### src/hw/rtl/cfd_pkg.sv
// ----------------------------------------------------------------------------
// cfd_pkg
// Shared constants and types for the CRC-checked frame decoder: header
// layout, counter widths, CRC-32 constants, register indexes, status codes.
// ----------------------------------------------------------------------------
package cfd_pkg;

  localparam int unsigned HDR_LEN    = 20;
  localparam int unsigned HDR_IDX_W  = 5;
  localparam int unsigned CNT_W      = 17;
  localparam int unsigned CFG_IDX_W  = 1;
  localparam int unsigned CFG_DATA_W = 16;

  localparam logic [CNT_W-1:0] COUNT_MAX = '1;
  localparam logic [31:0]      CRC_INIT  = 32'hffff_ffff;
  localparam logic [31:0]      CRC_POLY  = 32'hedb8_8320;

  typedef enum logic [CFG_IDX_W-1:0] {
    REG_FRAME_MAGIC      = 1'b0,
    REG_PROTOCOL_VERSION = 1'b1
  } cfg_reg_t;

  typedef enum logic [2:0] {
    ST_OK      = 3'd0,
    ST_SHORT   = 3'd1,
    ST_MAGIC   = 3'd2,
    ST_VERSION = 3'd3,
    ST_LENGTH  = 3'd4,
    ST_INDEX   = 3'd5,
    ST_ZERO_ID = 3'd6,
    ST_CRC     = 3'd7
  } status_t;

endpackage

### src/hw/rtl/cfd_crc_step.sv
// ----------------------------------------------------------------------------
// cfd_crc_step
// One byte step of the reflected CRC-32 (polynomial 0xedb88320), eight bit
// steps unrolled into one combinational update.
// ----------------------------------------------------------------------------
module cfd_crc_step (
  input  logic [31:0] crc_in,
  input  logic [7:0]  data_in,
  output logic [31:0] crc_out
);

  logic [31:0] c;

  always_comb begin
    c = crc_in ^ {24'b0, data_in};
    for (int k = 0; k < 8; k++) begin
      c = (c >> 1) ^ (cfd_pkg::CRC_POLY & {32{c[0]}});
    end
    crc_out = c;
  end

endmodule

### src/hw/rtl/crc_checked_frame_decoder.sv
// ----------------------------------------------------------------------------
// crc_checked_frame_decoder
// Length-prefixed frame decoder: parses a 20-byte little-endian header,
// passes payload bytes out, checks CRC-32 and reports status at frame end.
// ----------------------------------------------------------------------------
// Throughput: one byte per cycle when the result channel is not stalled;
// the CRC byte step and the header checks sit in the single stage between
// the input register and the result register.
// Reset (synchronous, rst_n low): byte counter to zero, CRC to all ones,
// magic and version registers to zero, both pipeline valids cleared.
// The 20-byte header store is not reset.
module crc_checked_frame_decoder (
  input  logic                             clk,
  input  logic                             rst_n,
  input  logic                             in_valid,
  output logic                             in_stall,
  input  logic [7:0]                       in_frame_byte,
  input  logic                             in_last_byte,
  output logic                             out_valid,
  input  logic                             out_stall,
  output logic                             out_has_payload,
  output logic [7:0]                       out_payload_byte,
  output logic                             out_frame_end,
  output logic [2:0]                       out_status,
  output logic [7:0]                       out_frame_kind,
  output logic [7:0]                       out_frame_flags,
  output logic [15:0]                      out_session_id,
  output logic [31:0]                      out_message_id,
  output logic [7:0]                       out_chunk_index,
  output logic [7:0]                       out_chunk_count,
  output logic [15:0]                      out_payload_length,
  input  logic                             cfg_valid,
  output logic                             cfg_ready,
  input  logic [cfd_pkg::CFG_IDX_W-1:0]    cfg_index,
  input  logic [cfd_pkg::CFG_DATA_W-1:0]   cfg_data
);

  localparam int unsigned CW = cfd_pkg::CNT_W;

  logic [15:0]   magic_r;
  logic [7:0]    version_r;

  logic          s1_valid_r;
  logic [7:0]    s1_byte_r;
  logic          s1_last_r;

  logic [CW-1:0] cnt_r;
  logic [31:0]   crc_r;
  logic [7:0]    hdr_r [cfd_pkg::HDR_LEN];

  logic          out_valid_r;
  logic          has_payload_r;
  logic [7:0]    payload_byte_r;
  logic          frame_end_r;
  logic [2:0]    status_r;
  logic [7:0]    kind_r;
  logic [7:0]    flags_r;
  logic [15:0]   session_r;
  logic [31:0]   msg_r;
  logic [7:0]    idx_r;
  logic [7:0]    cnt_field_r;
  logic [15:0]   plen_r;

  logic          adv;
  logic          fire;
  logic          in_hdr;
  logic          is_payload;
  logic          has_result;
  logic          short_frame;
  logic [7:0]    hdr_eff [cfd_pkg::HDR_LEN];
  logic [15:0]   plen;
  logic [31:0]   msg;
  logic [31:0]   crc_exp;
  logic [CW-1:0] pay_off;
  logic [CW-1:0] total;
  logic [31:0]   crc_stepped;
  logic [31:0]   crc_nxt;
  logic [CW-1:0] cnt_nxt;
  cfd_pkg::status_t st;

  assign cfg_ready = 1'b1;

  always_ff @(posedge clk) begin
    if (!rst_n) begin
      magic_r   <= '0;
      version_r <= '0;
    end else if (cfg_valid && cfg_ready) begin
      case (cfg_index)
        cfd_pkg::REG_FRAME_MAGIC:      magic_r   <= cfg_data;
        cfd_pkg::REG_PROTOCOL_VERSION: version_r <= cfg_data[7:0];
        default: ;
      endcase
    end
  end

  // advance when the result slot is empty or being taken
  assign adv      = !out_valid_r || !out_stall;
  assign in_stall = s1_valid_r && !adv;
  assign fire     = s1_valid_r && adv;

  always_ff @(posedge clk) begin
    if (!rst_n) begin
      s1_valid_r <= 1'b0;
    end else if (!in_stall) begin
      s1_valid_r <= in_valid;
    end
  end

  always_ff @(posedge clk) begin
    if (in_valid && !in_stall) begin
      s1_byte_r <= in_frame_byte;
      s1_last_r <= in_last_byte;
    end
  end

  always_comb begin
    for (int i = 0; i < cfd_pkg::HDR_LEN; i++) begin
      hdr_eff[i] = (cnt_r == CW'(i)) ? s1_byte_r : hdr_r[i];
    end
  end

  assign plen    = {hdr_eff[15], hdr_eff[14]};
  assign msg     = {hdr_eff[11], hdr_eff[10], hdr_eff[9], hdr_eff[8]};
  assign crc_exp = {hdr_eff[19], hdr_eff[18], hdr_eff[17], hdr_eff[16]};

  assign in_hdr     = cnt_r < CW'(cfd_pkg::HDR_LEN);
  assign pay_off    = cnt_r - CW'(cfd_pkg::HDR_LEN);
  assign is_payload = !in_hdr && (pay_off < {1'b0, plen});
  assign has_result = is_payload || s1_last_r;

  cfd_crc_step u_crc (
    .crc_in  (crc_r),
    .data_in (s1_byte_r),
    .crc_out (crc_stepped)
  );

  assign crc_nxt = is_payload ? crc_stepped : crc_r;
  assign total   = (cnt_r < cfd_pkg::COUNT_MAX) ? cnt_r + CW'(1) : cfd_pkg::COUNT_MAX;
  assign cnt_nxt = s1_last_r ? '0 : total;
  assign short_frame = total < CW'(cfd_pkg::HDR_LEN);

  always_comb begin
    if (short_frame) begin
      st = cfd_pkg::ST_SHORT;
    end else if ({hdr_eff[1], hdr_eff[0]} != magic_r) begin
      st = cfd_pkg::ST_MAGIC;
    end else if (hdr_eff[2] != version_r) begin
      st = cfd_pkg::ST_VERSION;
    end else if (total != CW'(cfd_pkg::HDR_LEN) + {1'b0, plen}) begin
      st = cfd_pkg::ST_LENGTH;
    end else if (hdr_eff[13] == 8'd0 || hdr_eff[12] >= hdr_eff[13]) begin
      st = cfd_pkg::ST_INDEX;
    end else if (msg == 32'd0) begin
      st = cfd_pkg::ST_ZERO_ID;
    end else if (~crc_nxt != crc_exp) begin
      st = cfd_pkg::ST_CRC;
    end else begin
      st = cfd_pkg::ST_OK;
    end
  end

  always_ff @(posedge clk) begin
    if (!rst_n) begin
      cnt_r <= '0;
      crc_r <= cfd_pkg::CRC_INIT;
    end else if (fire) begin
      cnt_r <= cnt_nxt;
      crc_r <= s1_last_r ? cfd_pkg::CRC_INIT : crc_nxt;
    end
  end

  always_ff @(posedge clk) begin
    if (fire && in_hdr) begin
      hdr_r[cnt_r[cfd_pkg::HDR_IDX_W-1:0]] <= s1_byte_r;
    end
  end

  always_ff @(posedge clk) begin
    if (!rst_n) begin
      out_valid_r <= 1'b0;
    end else if (adv) begin
      out_valid_r <= fire && has_result;
    end
  end

  always_ff @(posedge clk) begin
    if (fire && has_result) begin
      has_payload_r  <= is_payload;
      payload_byte_r <= is_payload ? s1_byte_r : 8'd0;
      frame_end_r    <= s1_last_r;
      if (s1_last_r && !short_frame) begin
        status_r    <= st;
        kind_r      <= hdr_eff[3];
        flags_r     <= hdr_eff[4];
        session_r   <= {hdr_eff[7], hdr_eff[6]};
        msg_r       <= msg;
        idx_r       <= hdr_eff[12];
        cnt_field_r <= hdr_eff[13];
        plen_r      <= plen;
      end else begin
        status_r    <= s1_last_r ? st : cfd_pkg::ST_OK;
        kind_r      <= '0;
        flags_r     <= '0;
        session_r   <= '0;
        msg_r       <= '0;
        idx_r       <= '0;
        cnt_field_r <= '0;
        plen_r      <= '0;
      end
    end
  end

  assign out_valid          = out_valid_r;
  assign out_has_payload    = has_payload_r;
  assign out_payload_byte   = payload_byte_r;
  assign out_frame_end      = frame_end_r;
  assign out_status         = status_r;
  assign out_frame_kind     = kind_r;
  assign out_frame_flags    = flags_r;
  assign out_session_id     = session_r;
  assign out_message_id     = msg_r;
  assign out_chunk_index    = idx_r;
  assign out_chunk_count    = cnt_field_r;
  assign out_payload_length = plen_r;

endmodule

### config.mk
export PLATFORM = sky130hd
export DESIGN_NAME = crc_checked_frame_decoder
export DESIGN_NICKNAME = d
export VERILOG_FILES = /design/src/hw/rtl/cfd_pkg.sv /design/src/hw/rtl/cfd_crc_step.sv /design/src/hw/rtl/crc_checked_frame_decoder.sv
export SDC_FILE = /design/constraint.sdc
export NUM_CORES = 1
export LEC_CHECK = 0
export BUFFER_PORTS_ARGS = -buffer_cell sky130_fd_sc_hd__buf_2
export CAP_MARGIN = 40
export CORE_MARGIN = 5
export CORE_UTILIZATION = 48
export DETAILED_ROUTE_END_ITERATION = 8
export PLACE_DENSITY_LB_ADDON = 0.12
export SYNTH_ARGS = -nofsm -noshare
export SYNTH_HDL_FRONTEND = slang
export SYNTH_SLANG_ARGS = --single-unit
### constraint.sdc
create_clock -name clk -period 10.15 [get_ports clk]
set_input_delay 3.045 -clock clk [delete_from_list [all_inputs] [get_ports clk]]
set_output_delay 3.045 -clock clk [all_outputs]
set_load 0.005 [all_outputs]
# == Word-level counts from Yosys, hierarchy flattened ==
# Memories as Yosys holds them, arrays and structs flattened. A register that Yosys moved wholly into a read port is not among the register bits.
# Index checks and enable logic that the tools add are counted.
# word_totals
register_bits,161
latch_bits,0
ramBits,160
romBits,0
in_bits,31
out_inout_bits,112
wordCells,109
n_memories,1
# op_classes
addsub,3
multipliers,0
div_mod_pow,0
magnitude_cmp,5
eq_ne,18
n_shift,0
mux,30
bitwise_logic,11
n_reduce_logical,25
# mem_list
memory,depth,word_bits,read_ports,rd_clocked_by_memory_dff,wr,line_no,rtl
hdr_r,20,8,19,4,1,crc_checked_frame_decoder.sv:49,logic [7:0] hdr_r [cfd_pkg::HDR_LEN];
# ops
operator,n
31-bit by 32-bit bitwise XOR with 32-bit output,8
"17-bit by 4-bit == test with 1-bit output, second input constant",8
8-bit 2-to-1 mux,15
"17-bit by 5-bit == test with 1-bit output, second input constant",4
32-bit 2-to-1 mux,2
"17-bit by 5-bit less-than comparator with 1-bit output, second input constant",2
17-bit 2-to-1 mux,2
32-bit logical NOT,1
32-bit != test,1
32-bit NOT,1
32-bit by 8-bit bitwise XOR with 32-bit output,1
3-bit 2-to-1 mux,9
"17-bit by 1-bit adder with 17-bit output, second input constant",1
"5-bit by 16-bit adder with 17-bit output, first input constant",1
"17-bit by 1-bit == test with 1-bit output, second input constant",1
"17-bit by 2-bit == test with 1-bit output, second input constant",1
17-bit logical NOT,1
17-bit by 16-bit less-than comparator with 1-bit output,1
"17-bit less-than comparator, second input constant",1
17-bit != test,1
"17-bit by 5-bit subtractor with 17-bit output, second input constant",1
16-bit != test,1
1-bit logical NOT,10
8-bit >= comparator,1
7 further kinds,17

# == Longest topological paths before layout ==
# logic_depth
word_depth,21
mapped_depth,22
ltp_nobuf,19

# == Hierarchy ==
# A second synthesis with hierarchy kept.
# hier_totals
cells_unflattened,1545
hier_area_um2,17727.0
# by_module_without_submodules
module,instances,cells_each,area_per_inst_um2
crc_checked_frame_decoder,1,1474,16915.0
cfd_crc_step,1,71,812.0

# == Worst setup path before layout ==
# Ideal clock, no wire load.
# synth_path
path_type,reg2reg
from,reg cnt_r[0]
to,"reg cnt_field_r[0], in the netlist out_chunk_count[0] (enable)"
setup_ns,0.516
t_arrival_ns,6.880
path_slack_ns,2.754
path_stages_with_launch,19
synth_period_minus_slack_ns,7.396
cell_sequence,dfxtp_1 > clkbuf_1 > inv_1 > ha_1 > nor4bb_1 > nand4_4 > clkbuf_1 > a21oi_1 > ha_1 > o21a_1 > o21ai_0 > a211o_1 > o221a_4 > o31ai_2 > inv_2 > buf_6 > nor2_1 > nor2_1 > clkbuf_1
# synth_via
elab_chain_len,6
# synth_lines
element,line_no,rtl
start: declaration,crc_checked_frame_decoder.sv:47,logic [CW-1:0] cnt_r;
start signal: assignment,crc_checked_frame_decoder.sv:167,cnt_r <= cnt_nxt;
"parallel branches: the longest is 3 deep, another holds 17-bit by 5-bit subtractor with 17-bit output",n/a,
1-bit logical AND (*),crc_checked_frame_decoder.sv:128,"assign is_payload = !in_hdr && (pay_off < {1'b0, plen});"
net is_payload,crc_checked_frame_decoder.sv:67,logic is_payload;
1-bit logical OR (*),crc_checked_frame_decoder.sv:129,assign has_result = is_payload || s1_last_r;
1-bit logical AND (*),crc_checked_frame_decoder.sv:187,if (fire && has_result) begin
end signal: assignment,crc_checked_frame_decoder.sv:198,cnt_field_r <= hdr_eff[13];
end: declaration,crc_checked_frame_decoder.sv:61,logic [7:0] cnt_field_r;
# Mark *: on every way through the listed nets, which the timed path passes.
# A chain may end at the register's enable or synchronous reset.

# == Worst setup path in the final report ==
# layout_path
from,in out_stall
to,out in_stall
# layout_via
elab_chain_len,4
# layout_lines
element,line_no,rtl
start: declaration,crc_checked_frame_decoder.sv:20,"input logic out_stall,"
1-bit logical NOT,crc_checked_frame_decoder.sv:97,assign adv = !out_valid_r || !out_stall;
1-bit logical OR,crc_checked_frame_decoder.sv:97,
1-bit logical NOT,crc_checked_frame_decoder.sv:98,assign in_stall = s1_valid_r && !adv;
1-bit logical AND,crc_checked_frame_decoder.sv:98,
end: declaration,crc_checked_frame_decoder.sv:16,"output logic in_stall,"
# No other way between the ends.

==> results.md <==
- Vias in the first global route: 12700
- Most common cell after layout, fill and taps aside: edfxtp_1
- Critical path type: in -> out
- Number of synthesized flops with an enable pin: 270
- Row count: 70
- Synth Area per Inst: 10.9 um^2
- Fin crit share: 0.644
- CTS tree: built
- PwrDens: 160 nW/um^2
- Syn_nets: 1676
- Slew HR: 0.435
- Crit. End Element: primary output
- Ratio of cells with drive above 1 in the final layout: 0.153
- Cell area after synthesis: 17500 um^2
- Die width: 201 um
- Synth async-reset ratio: 0
- Tightest Hold Check Type: reg -> reg
- DR pass1 iterations: 6
- Final Cell Area: 20000 um^2
- Drt total wl: 49700 um
- Total GRT Usage: 0.240
- Final Critical Period: 6.53 ns
- Most used DFF post-synth: edfxtp_1
- Post-DP HPWL: 33900 um
- Area Overhead vs Synth: 13.9%
- Count of pins over their slew limit: 0
- 1st-iter DRT viols: 1208
- Antenna-violating nets left: 0
- Register area share after synthesis: 0.548
- # setup viols final: 0
- Clock buffer depth: 3
- Max_cap viols: 0
- CP startpoint kind: primary input
- CTS root buf: clkbuf_16
- CTS buffer count: 40
- Ports: 143
- Fill cells: 3131
- Required @ worst endpoint: 7.11 ns
- Initial antenna violation count: 0
- Achievable frequency: 153 MHz
- Via density per instance: 5.83
- Setup Buffers After CTS: 0
- Leak Pwr: 7.53 nW
- Mapped Cells: 1616
- Final Hold Fails: 0
- ANT cells: 0
- CTS H-tree depth: 2
- CTS Hold Bufs: 0
- Die ar.: 40500 um^2
- Yosys reg bits: 345
- Die Height: 201 um
- Avg WL per Cell: 22.3 um
- Detailed-route DRC error count: 0
- Status: completed
- Placed cell area: 18700 um^2
- IO Port Bufs: 141
- Clk_skew: 0.0149 ns
- Synth cell types: 84
- Synth Warn #: 0
- Setup TNS: 0 ns
- Initial core utilization: 0.483
- Commonest non-fill, non-tap cells in the layout: edfxtp_1 (270), nor2_1 (179), nand2_1 (154)
- Quantity of gates resized following cts: 0
- Grt ovf: 0
- Area of the core: 36300 um^2
- Vias: 13000
- Worst-skew pair later-pin latency: 0.57 ns
- CP Max Fanout: 3
- Unrepaired setup endpoints after global routing: false
- Maximum vdd drop: 0.0998 mV
- Clk slew on worst S/H paths: 0.05 ns
- Gp weighted congestion: 0.959
- Pwr Total: 3.19 mW
- Total Nets Final: 1790
- Slew @ Worst Pin: 0.838 ns
- CP arrival: 3.49 ns
- Largest net degree at the start of global routing: 76
- Clk sinks: 345
- First-pass GRT wire length: 75900 um
power breakdown:
part,total (mW),switching [mW],internal (mW),leakage [nW]
Sequential,1.55,0.0121,1.54,3.10
Clock,1.42,0.581,0.839,0.631
Combinational,0.216,0.139,0.0773,3.79
Total,3.19,0.732,2.45,7.53
per-layer routing:
layer / global-route usage / share of wire / vias up
met4: 0.0868 / 0.031 / 0
met2: 0.386 / 0.46 / 545
met3: 0.0297 / 0.068 / 96
met1: 0.338 / 0.44 / 6255
met5: 0 / 0 / -
li1: - / - / 6092
synthesized netlist by cell type, types with 37 or more instances:
cell type / count / area, um^2
and3_1: 54 / 338
o21ai_0: 43 / 215
dfxtp_1: 75 / 1500
o22ai_1: 37 / 231
inv_1: 41 / 154
edfxtp_1: 270 / 8110
nand3_1: 59 / 295
xor2_1: 47 / 412
nand2_1: 155 / 582
xnor2_1: 97 / 850
nor2_1: 180 / 676
a21oi_1: 96 / 480
clkbuf_1: 65 / 244
mux2i_1: 42 / 420
kinds of logic after synthesis:
logic type | share of synthesized area
AOI/OAI and AO/OA | 0.110
xor gates and xnor gates | 0.0955
adders and majority gates | 0.0207
buffers and inverters | 0.0340
DFF | 0.548
muxes | 0.0291
other | 0.000214
and+or+nand+nor | 0.163
stage by stage:
stage / utilization / setup WS [ns] / hold slack [ns] / cells
5_1_grt: 0.549 / 3.58 / 0.506 / 2229
4_1_cts: 0.549 / 3.62 / 0.488 / 2229
2_1_floorplan: - / 2.75 / 0.443 / 1616
3_5_place_dp: 0.514 / 3.62 / 0.469 / 2156
6_report: 0.549 / 3.62 / 0.486 / 2229
3_3_place_gp: 0.511 / 3.63 / 0.469 / 2151
path summary, 6_finish.rpt:
check / from / to / slack [ns] / cells past startpoint
worst max-delay path: out_stall / in_stall / 3.62 / 3
worst min-delay path: version_r[2]$_SDFFE_PN0P_ / version_r[2]$_SDFFE_PN0P_ / 0.49 / 2
worst max register to register: cnt_r[0]$_SDFFE_PN0P_ / out_status[0]$_DFFE_PP_ / 4.26 / 19
worst min register to register: version_r[2]$_SDFFE_PN0P_ / version_r[2]$_SDFFE_PN0P_ / 0.49 / 2
sequential cells by signal (all words and copies together) (netlist names), 3 cells and up:
name	cells
magic_r	16
out_payload_length	16
version_r	8
out_chunk_index	8
crc_r	32
out_frame_kind	8
out_chunk_count	8
hdr_r	152
out_session_id	16
out_status	3
out_payload_byte	8
out_frame_flags	8
cnt_r	17
s1_byte_r	8
out_message_id	32
critical path, stage by stage:
cell,delay [ns]
buf_2,0.11
and3_1,0.20
buf_2,0.13
final cells by class:
| class | count | area (um^2) | area share |
|---|---|---|---|
| sequential | 345 | 9610 | 0.481 |
| multi-input combinational | 1129 | 7340 | 0.368 |
| clock buffer | 53 | 1090 | 0.0546 |
| timing repair buffer | 170 | 967 | 0.0484 |
| tap | 468 | 586 | 0.0293 |
| clock inverter | 20 | 208 | 0.0104 |
| inverter | 44 | 165 | 0.00827 |
(Power assumes the default switching activity.)
